===== config.mk =====
export PLATFORM = sky130hd
export DESIGN_NAME = sha256_byte_stream_hasher_unit
export DESIGN_NICKNAME = d
export VERILOG_FILES = /design/src/rtl/core/shb_pkg.sv /design/src/rtl/core/shb_round.sv /design/src/rtl/core/sha256_byte_stream_hasher_unit.sv
export VERILOG_INCLUDE_DIRS = /design/src /design/src/rtl/core
export SDC_FILE = /design/constraint.sdc
export NUM_CORES = 2
export LEC_CHECK = 0
export BUFFER_PORTS_ARGS = -buffer_cell sky130_fd_sc_hd__buf_2
export CORE_UTILIZATION = 60
export CTS_BUF_LIST = sky130_fd_sc_hd__clkbuf_4
export DETAILED_ROUTE_END_ITERATION = 12
export HOLD_SLACK_MARGIN = 0.15
export PLACE_DENSITY = 0.9
export SLEW_MARGIN = 20
export SYNTH_ARGS = -nofsm -noshare
export SYNTH_HDL_FRONTEND = slang
export SYNTH_SLANG_ARGS = --single-unit

===== constraint.sdc =====
create_clock -name clk -period 13.4 [get_ports clk]
set_input_delay 4.02 -clock clk [delete_from_list [all_inputs] [get_ports clk]]
set_output_delay 4.02 -clock clk [all_outputs]
set_load 0.02 [all_outputs]

===== src/rtl/core/sha256_byte_stream_hasher_unit_defines.svh =====
// Assertion macros shared by the SHA-256 byte stream hasher RTL.
`ifndef SHA256_BYTE_STREAM_HASHER_UNIT_DEFINES_SVH
`define SHA256_BYTE_STREAM_HASHER_UNIT_DEFINES_SVH

// Same-cycle implication, checked on every rising clock edge outside reset.
`define SHB_ASSERT_NOW(lbl, ante, cons, msg) \
	lbl: assert property (@(posedge clk) disable iff (!arst_n) (ante) |-> (cons)) \
		else $error(msg);

// Next-cycle implication, checked on every rising clock edge outside reset.
`define SHB_ASSERT_NEXT(lbl, ante, cons, msg) \
	lbl: assert property (@(posedge clk) disable iff (!arst_n) (ante) |=> (cons)) \
		else $error(msg);

`endif


===== src/rtl/core/shb_pkg.sv =====
// Shared types, constants and SHA-256 functions for the byte stream hasher.
package shb_pkg;

	// Working variables a..h of one compression, index 0 is a.
	typedef logic [7:0][31:0] shb_work_t;
	// Sixteen-word message schedule window, index 15 holds the current word.
	typedef logic [15:0][31:0] shb_sched_t;

	localparam logic [7:0] PAD_MARK    = 8'h80;
	localparam logic [5:0] LEN_POS     = 6'd56;
	localparam logic [5:0] LAST_BYTE   = 6'd63;
	localparam logic [5:0] LAST_ROUND  = 6'd63;
	localparam logic [2:0] LAST_WORD   = 3'd7;

	function automatic logic [31:0] round_k(input logic [5:0] idx);
		logic [31:0] k;
		case (idx)
			6'd0: k = 32'h428a2f98;  6'd1: k = 32'h71374491;
			6'd2: k = 32'hb5c0fbcf;  6'd3: k = 32'he9b5dba5;
			6'd4: k = 32'h3956c25b;  6'd5: k = 32'h59f111f1;
			6'd6: k = 32'h923f82a4;  6'd7: k = 32'hab1c5ed5;
			6'd8: k = 32'hd807aa98;  6'd9: k = 32'h12835b01;
			6'd10: k = 32'h243185be; 6'd11: k = 32'h550c7dc3;
			6'd12: k = 32'h72be5d74; 6'd13: k = 32'h80deb1fe;
			6'd14: k = 32'h9bdc06a7; 6'd15: k = 32'hc19bf174;
			6'd16: k = 32'he49b69c1; 6'd17: k = 32'hefbe4786;
			6'd18: k = 32'h0fc19dc6; 6'd19: k = 32'h240ca1cc;
			6'd20: k = 32'h2de92c6f; 6'd21: k = 32'h4a7484aa;
			6'd22: k = 32'h5cb0a9dc; 6'd23: k = 32'h76f988da;
			6'd24: k = 32'h983e5152; 6'd25: k = 32'ha831c66d;
			6'd26: k = 32'hb00327c8; 6'd27: k = 32'hbf597fc7;
			6'd28: k = 32'hc6e00bf3; 6'd29: k = 32'hd5a79147;
			6'd30: k = 32'h06ca6351; 6'd31: k = 32'h14292967;
			6'd32: k = 32'h27b70a85; 6'd33: k = 32'h2e1b2138;
			6'd34: k = 32'h4d2c6dfc; 6'd35: k = 32'h53380d13;
			6'd36: k = 32'h650a7354; 6'd37: k = 32'h766a0abb;
			6'd38: k = 32'h81c2c92e; 6'd39: k = 32'h92722c85;
			6'd40: k = 32'ha2bfe8a1; 6'd41: k = 32'ha81a664b;
			6'd42: k = 32'hc24b8b70; 6'd43: k = 32'hc76c51a3;
			6'd44: k = 32'hd192e819; 6'd45: k = 32'hd6990624;
			6'd46: k = 32'hf40e3585; 6'd47: k = 32'h106aa070;
			6'd48: k = 32'h19a4c116; 6'd49: k = 32'h1e376c08;
			6'd50: k = 32'h2748774c; 6'd51: k = 32'h34b0bcb5;
			6'd52: k = 32'h391c0cb3; 6'd53: k = 32'h4ed8aa4a;
			6'd54: k = 32'h5b9cca4f; 6'd55: k = 32'h682e6ff3;
			6'd56: k = 32'h748f82ee; 6'd57: k = 32'h78a5636f;
			6'd58: k = 32'h84c87814; 6'd59: k = 32'h8cc70208;
			6'd60: k = 32'h90befffa; 6'd61: k = 32'ha4506ceb;
			6'd62: k = 32'hbef9a3f7; 6'd63: k = 32'hc67178f2;
			default: k = 32'h0;
		endcase
		return k;
	endfunction

	function automatic logic [31:0] init_h(input logic [2:0] idx);
		logic [31:0] h;
		case (idx)
			3'd0: h = 32'h6a09e667;
			3'd1: h = 32'hbb67ae85;
			3'd2: h = 32'h3c6ef372;
			3'd3: h = 32'ha54ff53a;
			3'd4: h = 32'h510e527f;
			3'd5: h = 32'h9b05688c;
			3'd6: h = 32'h1f83d9ab;
			3'd7: h = 32'h5be0cd19;
			default: h = 32'h0;
		endcase
		return h;
	endfunction

	function automatic logic [31:0] big_sigma0(input logic [31:0] x);
		return {x[1:0], x[31:2]} ^ {x[12:0], x[31:13]} ^ {x[21:0], x[31:22]};
	endfunction

	function automatic logic [31:0] big_sigma1(input logic [31:0] x);
		return {x[5:0], x[31:6]} ^ {x[10:0], x[31:11]} ^ {x[24:0], x[31:25]};
	endfunction

	function automatic logic [31:0] small_sigma0(input logic [31:0] x);
		return {x[6:0], x[31:7]} ^ {x[17:0], x[31:18]} ^ {3'b000, x[31:3]};
	endfunction

	function automatic logic [31:0] small_sigma1(input logic [31:0] x);
		return {x[16:0], x[31:17]} ^ {x[18:0], x[31:19]} ^ {10'b0, x[31:10]};
	endfunction

endpackage


===== src/rtl/core/shb_round.sv =====
// One SHA-256 compression round and the matching message schedule step.
module shb_round import shb_pkg::*; (
	input  shb_work_t   work,
	input  logic [5:0]  round_idx,
	input  logic [31:0] w_t,
	input  logic [31:0] w_t1,
	input  logic [31:0] w_t9,
	input  logic [31:0] w_t14,
	output shb_work_t   work_nxt,
	output logic [31:0] w_new
);

	logic [31:0] ch;
	logic [31:0] maj;
	logic [31:0] t1;
	logic [31:0] t2;

	always_comb begin
		ch  = (work[4] & work[5]) ^ (~work[4] & work[6]);
		maj = (work[0] & work[1]) ^ (work[0] & work[2]) ^ (work[1] & work[2]);
		t1  = work[7] + big_sigma1(work[4]) + ch + round_k(round_idx) + w_t;
		t2  = big_sigma0(work[0]) + maj;
		work_nxt[0] = t1 + t2;
		work_nxt[1] = work[0];
		work_nxt[2] = work[1];
		work_nxt[3] = work[2];
		work_nxt[4] = work[3] + t1;
		work_nxt[5] = work[4];
		work_nxt[6] = work[5];
		work_nxt[7] = work[6];
	end

	// Word sixteen places ahead of the current one in the schedule.
	assign w_new = w_t + small_sigma0(w_t1) + w_t9 + small_sigma1(w_t14);

endmodule


===== src/rtl/core/sha256_byte_stream_hasher_unit.sv =====
// Top level of the SHA-256 byte stream hasher with its chaining word memory.
//
//   channel | handshake          | payload
//   --------+--------------------+------------------------------------------
//   input   | in_valid, in_stall | data_byte, byte_present, end_of_message
//   output  | out_valid, out_stall | digest_word, word_index, last_word
//
// A byte that neither completes a block nor ends the message leaves in_stall low.
// A full block holds the input while the working words load from the chaining memory,
// 64 rounds run at one per cycle and the results are added back and written to it.
// End of message pads one byte per cycle, runs one or two compressions and then
// reads out each digest word in S_ORD and S_OLD through the single memory read port.
// Reset needs no clearing pass: unwritten chaining words read as the initial values.
// A stalled output word holds the readout; input is taken again once word 7 is loaded.
`include "sha256_byte_stream_hasher_unit_defines.svh"

module sha256_byte_stream_hasher_unit import shb_pkg::*; (
	input  logic        clk,
	input  logic        arst_n,
	input  logic        in_valid,
	output logic        in_stall,
	input  logic [7:0]  data_byte,
	input  logic        byte_present,
	input  logic        end_of_message,
	output logic        out_valid,
	input  logic        out_stall,
	output logic [31:0] digest_word,
	output logic [2:0]  word_index,
	output logic        last_word
);

	// Sequencer states.
	localparam logic [2:0] S_IDLE  = 3'd0; // waiting for input transfers
	localparam logic [2:0] S_PAD   = 3'd1; // shifting in padding and length bytes
	localparam logic [2:0] S_LOAD  = 3'd2; // reading chaining words into a..h
	localparam logic [2:0] S_ROUND = 3'd3; // 64 compression rounds
	localparam logic [2:0] S_WB    = 3'd4; // adding a..h back into the memory
	localparam logic [2:0] S_ORD   = 3'd5; // reading one digest word
	localparam logic [2:0] S_OLD   = 3'd6; // loading it into the output register

	logic [2:0]  state_q;
	logic [5:0]  cnt_q;
	logic [5:0]  fill_q;
	logic [60:0] len_q;
	logic        mark_q;   // the 0x80 byte still has to go in
	logic        tail_q;   // the length may go into the last eight bytes of this block
	logic        pad_q;    // padding continues after the running compression
	logic        final_q;  // the running compression is the last of the message

	shb_sched_t  w_q;
	shb_work_t   v_q;
	shb_work_t   v_nxt;
	logic [31:0] w_new;

	// Chaining word memory with a valid bit for each entry.
	logic [31:0] chain_mem [8];
	logic [7:0]  chain_vld_q;
	logic        rd_en;
	logic [2:0]  rd_addr;
	logic        rd_en_s1;
	logic [2:0]  rd_addr_s1;
	logic        rd_vld_s1;
	logic [31:0] rd_mem_s1;
	logic [31:0] rd_data;
	logic        wr_en;
	logic [31:0] wr_data;

	logic        in_xfer;
	logic        out_free;
	logic        shift_en;
	logic [7:0]  shift_byte;
	logic [7:0]  pad_byte;
	logic [63:0] len_bits;

	logic        out_valid_q;
	logic [31:0] out_word_q;
	logic [2:0]  out_index_q;
	logic        out_last_q;

	assign in_stall = (state_q != S_IDLE);
	assign in_xfer  = in_valid && !in_stall;
	assign out_free = !out_valid_q || !out_stall;

	// Padding byte: the marker first, then zeros, then the bit length big-endian.
	assign len_bits = {len_q, 3'b000};
	always_comb begin
		if (mark_q) begin
			pad_byte = PAD_MARK;
		end else if (tail_q && fill_q >= LEN_POS) begin
			pad_byte = len_bits[{~fill_q[2:0], 3'b000} +: 8];
		end else begin
			pad_byte = 8'h00;
		end
	end

	assign shift_en   = (in_xfer && byte_present) || (state_q == S_PAD);
	assign shift_byte = (state_q == S_PAD) ? pad_byte : data_byte;

	// Memory port control. Reads in write-back run one entry ahead of the writes.
	assign rd_en = (((state_q == S_LOAD) || (state_q == S_WB)) && !cnt_q[3])
		|| ((state_q == S_ORD) && out_free);
	assign rd_addr = cnt_q[2:0];
	assign rd_data = rd_vld_s1 ? rd_mem_s1 : init_h(rd_addr_s1);
	assign wr_en   = (state_q == S_WB) && rd_en_s1;
	assign wr_data = rd_data + v_q[0];

	shb_round u_round (
		.work      (v_q),
		.round_idx (cnt_q),
		.w_t       (w_q[15]),
		.w_t1      (w_q[14]),
		.w_t9      (w_q[6]),
		.w_t14     (w_q[1]),
		.work_nxt  (v_nxt),
		.w_new     (w_new)
	);

	always_ff @(posedge clk) begin
		if (rd_en) begin
			rd_mem_s1 <= chain_mem[rd_addr];
		end
		if (wr_en) begin
			chain_mem[rd_addr_s1] <= wr_data;
		end
		rd_addr_s1 <= rd_addr;
	end

	always_ff @(posedge clk or negedge arst_n) begin
		if (!arst_n) begin
			rd_en_s1    <= 1'b0;
			rd_vld_s1   <= 1'b0;
			chain_vld_q <= '0;
		end else begin
			rd_en_s1  <= rd_en;
			rd_vld_s1 <= chain_vld_q[rd_addr];
			if (wr_en) begin
				chain_vld_q[rd_addr_s1] <= 1'b1;
			end
			if (state_q == S_OLD && cnt_q[2:0] == LAST_WORD) begin
				chain_vld_q <= '0;
			end
		end
	end

	// Message bytes and padding shift into the schedule window; rounds shift words.
	always_ff @(posedge clk) begin
		if (shift_en) begin
			w_q <= {w_q[15][23:0], w_q[14:0], shift_byte};
		end else if (state_q == S_ROUND) begin
			w_q <= {w_q[14:0], w_new};
		end
	end

	// Working words: filled from the memory, updated by rounds, rotated in write-back.
	always_ff @(posedge clk) begin
		if (state_q == S_LOAD && rd_en_s1) begin
			v_q <= {rd_data, v_q[7:1]};
		end else if (state_q == S_ROUND) begin
			v_q <= v_nxt;
		end else if (state_q == S_WB && rd_en_s1) begin
			v_q <= {v_q[0], v_q[7:1]};
		end
	end

	always_ff @(posedge clk or negedge arst_n) begin
		if (!arst_n) begin
			state_q     <= S_IDLE;
			cnt_q       <= '0;
			fill_q      <= '0;
			len_q       <= '0;
			mark_q      <= 1'b0;
			tail_q      <= 1'b0;
			pad_q       <= 1'b0;
			final_q     <= 1'b0;
			out_valid_q <= 1'b0;
		end else begin
			if (out_valid_q && !out_stall) begin
				out_valid_q <= 1'b0;
			end
			case (state_q)
				S_IDLE: begin
					if (in_xfer) begin
						if (byte_present) begin
							fill_q <= fill_q + 6'd1;
							len_q  <= len_q + 61'd1;
						end
						if (byte_present && fill_q == LAST_BYTE) begin
							state_q <= S_LOAD;
							cnt_q   <= '0;
							pad_q   <= end_of_message;
							mark_q  <= end_of_message;
							tail_q  <= 1'b0;
							final_q <= 1'b0;
						end else if (end_of_message) begin
							state_q <= S_PAD;
							mark_q  <= 1'b1;
							tail_q  <= 1'b0;
						end
					end
				end
				S_PAD: begin
					fill_q <= fill_q + 6'd1;
					if (mark_q) begin
						mark_q <= 1'b0;
						if (fill_q < LEN_POS) begin
							tail_q <= 1'b1;
						end
					end
					if (fill_q == LAST_BYTE) begin
						state_q <= S_LOAD;
						cnt_q   <= '0;
						final_q <= tail_q && !mark_q;
						pad_q   <= !(tail_q && !mark_q);
					end
				end
				S_LOAD: begin
					if (cnt_q[3]) begin
						state_q <= S_ROUND;
						cnt_q   <= '0;
					end else begin
						cnt_q <= cnt_q + 6'd1;
					end
				end
				S_ROUND: begin
					cnt_q <= cnt_q + 6'd1;
					if (cnt_q == LAST_ROUND) begin
						state_q <= S_WB;
					end
				end
				S_WB: begin
					if (cnt_q[3]) begin
						cnt_q <= '0;
						if (final_q) begin
							state_q <= S_ORD;
							final_q <= 1'b0;
						end else if (pad_q) begin
							state_q <= S_PAD;
							tail_q  <= 1'b1;
						end else begin
							state_q <= S_IDLE;
						end
					end else begin
						cnt_q <= cnt_q + 6'd1;
					end
				end
				S_ORD: begin
					if (rd_en) begin
						state_q <= S_OLD;
					end
				end
				S_OLD: begin
					out_valid_q <= 1'b1;
					if (cnt_q[2:0] == LAST_WORD) begin
						state_q <= S_IDLE;
						cnt_q   <= '0;
						fill_q  <= '0;
						len_q   <= '0;
					end else begin
						state_q <= S_ORD;
						cnt_q   <= cnt_q + 6'd1;
					end
				end
				default: begin
					state_q <= S_IDLE;
				end
			endcase
		end
	end

	always_ff @(posedge clk) begin
		if (state_q == S_OLD) begin
			out_word_q  <= rd_data;
			out_index_q <= cnt_q[2:0];
			out_last_q  <= (cnt_q[2:0] == LAST_WORD);
		end
	end

	assign out_valid   = out_valid_q;
	assign digest_word = out_word_q;
	assign word_index  = out_index_q;
	assign last_word   = out_last_q;

	`SHB_ASSERT_NOW(a_wr_in_wb, wr_en, state_q == S_WB, "chain memory written outside write-back")
	`SHB_ASSERT_NOW(a_digest_aligned, state_q == S_ORD, fill_q == 6'd0 && !mark_q && !pad_q, "digest readout with padding unfinished")
	`SHB_ASSERT_NEXT(a_reinit, state_q == S_OLD && cnt_q[2:0] == LAST_WORD, state_q == S_IDLE && len_q == 61'd0 && chain_vld_q == 8'd0, "message state not reinitialized after digest")
	`SHB_ASSERT_NEXT(a_out_hold, state_q == S_ORD && out_valid_q && out_stall, state_q == S_ORD, "digest readout advanced over a stalled word")

endmodule

==> metrics <==
wirelength, routed=201800 µm; Layout area overhead=7.851%; crit path time final=10.35 ns; FF-to-FF path depth=37; core box area=112700 µm²; Worst setup EP type=flop; Post-Syn Nets=6989; worst hold stages=2; Critical Path AT=11.29 ns; # hold bufs at CTS=0; final slew viol count=0; post-synth top area cell=edfxtp_1; TNS Setup=0 ns; layer with the highest usage=met2; max_cap viols=0; drt first pass iters=6; Synth Register Bits=1215; met2 usage=0.5131; GP Congestion=~1; Crit Path Max Fanout=16; RSZ-0062 raised after global routing=false; largest family of logic cells by synthesized area=simple AND/OR/NAND/NOR gates; Ys Warns=0; Initial DRC Count=7512; Max stage delay on crit path=0.59 ns; fraction of synthesized cell area in xor and xnor cells=0.05653; Initial Utilization=0.6054; Compound-Gate Fraction of Synth Area=0.08526; worst min path class=flop to flop; DR vias=51870; crit share post-route=0.7722; CP max-delay cell=ha_1; EDFF count, synth=1092; IO Port Bufs=51; Distinct cells, synth=88; relative slew slack=0.1983; Simple-Gate Fraction of Synth Area=0.1669; final core utilization=0.6529; number of global-route vias before repair=49650; Worst EP required=14.34 ns; pre-CTS WS=3.202 ns; status=completed; DIE WIDTH=339.1 µm; Worst Skew=0.1740 ns; initial antenna violation count=11; Rows=123; clk_lat worst skew=1.29 ns; Post-DRT Antenna Nets=0; worst setup path class=flop to flop; CTS root buf=clkbuf_4; GRT met3 Usage=0.07818; Hold Path Sink=w_q[254]; # setup viols final=0; htree depth=5; Critical Path Most Common Cell=a21oi_1; fraction of registers with async set or reset after synthesis=0.07490; part of the Yosys area used for sequential elements=0.5236; mux contribution to synthesized area=0.04134; Clock transition at path regs=0.08 ns; I/O pin total=52; synth top area cells=edfxtp_1 48%, nand2_1 12%, fa_1 5.5%; die span in y=339.1 µm; Adder-Cell Fraction of Synth Area=0.08884; Worst R2R End=v_q[31]; Via density=slightly above 6; hold_sp=w_q[246]; TritonCTS Buffers=330; gr ovfl total=0; pin count of the biggest net entering global routing=roughly 200; Worst setup SP type=flop; wire per inst=24.06 µm; ratio of cells with drive above 1 in the final layout=0.1182; total die area=115000 µm²; DRC viols=0; first-pass GRT wire length=299600 µm; final hold slack=0.4961 ns; Post-Syn Area per Cell=10.32 µm²; final number of hold-violating endpoints=0; TritonCTS clock tree=yes; Detailed Place HPWL=between 100000 and 150000 µm; post-CTS sizing=0; met1 Use GR=0.4771; final-stage net count=7032; post-route setup slack=3.052 ns; Critical R2R Launch=cnt_q[0]; reg-to-reg setup timing slack=around 3.1 ns; global-route usage over all layers=0.3475; Slew @ Worst Pin=between 1 and 1.5 ns; total clock sinks=1215; clk buf depth=4; Max Clock Freq=between 0.09 and 0.1 GHz; mapped cell area=68200 µm²; Synth top area share=0.4808; Cells after Synth=6606; Main synth FF type=edfxtp_1; Post-CTS Setup Repair Bufs=0
==> metrics by stage <==
| step | instances | cell area [µm²] |
|---|---|---|
| floorplan | 6606 | 68200 |
| global placement | 7812 | 69430 |
| detailed placement | 7816 | 69520 |
| CTS | 8375 | 73480 |
| global route | 8383 | 73540 |
| finish | 8388 | 73550 |
==> worst max path at each step <==
stage | from | endpoint | slack, ns | cells after the start
4_1_cts | cnt_q[0] | v_q[31] | 3.22 | 34
5_1_grt | cnt_q[0] | v_q[31] | 2.56 | 37
3_5_place_dp | cnt_q[0] | v_q[31] | 3.20 | 34
2_1_floorplan | byte_present | w_q[0] | 1.55 | 6
6_report | cnt_q[0] | v_q[31] | 3.05 | 37
3_3_place_gp | cnt_q[0] | v_q[31] | 3.33 | 34
==> layout by cell type (no fill, tap or decap), drive strengths merged, types with 55 or more instances in the layout <==
cell type / instances
a21o: 94
a21oi: 250
buf: 117
clkbuf: 472
clkinv: 82
dfrtp: 91
edfxtp: 1092
fa: 188
ha: 181
inv: 275
mux4: 86
nand2: 2205
nand3: 67
nor2: 264
nor2b: 55
o21ai: 284
xnor2: 276
xor2: 159
==> per-layer routing <==
metal | part of all wire | vias to the layer above
met2 | 0.44 | 3397
met4 | 0.059 | 8
met1 | 0.37 | 24960
li1 | - | 22820
met3 | 0.13 | 684
met5 | 0.00027 | -
==> layout make-up <==
cell class,instances,area (µm²)
Inverter,275,1032
Fill cell,8320,39100
Timing Repair Buffer,117,879.6
Multi-Input combinational cell,4710,30050
Clock inverter,87,411.6
Clock buffer,472,3543
Antenna cell,12,30.03
Sequential cell,1215,35720
Tap cell,1500,1877
==> flip-flops by register name (all words and copies together) (netlist names), 3 cells and up, named ones only <==
signal       flops
w_q            512
chain_mem      256
v_q            256
len_q           61
digest_word     32
rd_mem_s1       32
chain_vld_q      8
cnt_q            6
fill_q           6
rd_addr_s1       3
state_q          3
word_index       3
==> worst max-delay path: cells and delay by family (launching register included) <==
| family | cells | cell delay (ns) |
|---|---|---|
| buffers and inverters | 4 | 0.93 |
| xor gates and xnor gates | 2 | 0.32 |
| and+or+nand+nor | 4 | 0.54 |
| adders and majority gates | 7 | 3.22 |
| AOI/OAI and AO/OA | 20 | 4.65 |
| DFF | 1 | 0.41 |
==> synth_stat cells, drive strengths merged (9+ instances only) <==
cell    instances
o21bai         22
a21oi         250
fa            188
nand2b         34
buf            33
a211oi         34
nor2          264
dfxtp          32
nor3           44
nand4          21
or3            33
mux2           49
o311ai         15
mux2i          33
inv           271
nand3          67
mux4           86
o211ai         16
clkbuf        373
o21a           29
nand2        2205
a21o           94
xor2          159
a221o          38
ha            181
o31ai          20
a31oi          30
edfxtp       1092
o21ai         284
a311oi          9
and3           34
nor2b          55
or2            11
dfrtp          91
xnor2         276
==> cells by family after synthesis <==
logic type / after synthesis
buffers and inverters: 681
AO/OA/AOI/OAI: 918
multiplexers: 168
adder cells (fa/ha/maj): 372
XOR/XNOR: 437
flip-flops: 1215
AND/OR/NAND/NOR: 2815
Power is left out: the tool's default activity adds up to more than one toggle a clock period on the data nets, which glitch-free logic cannot reach.
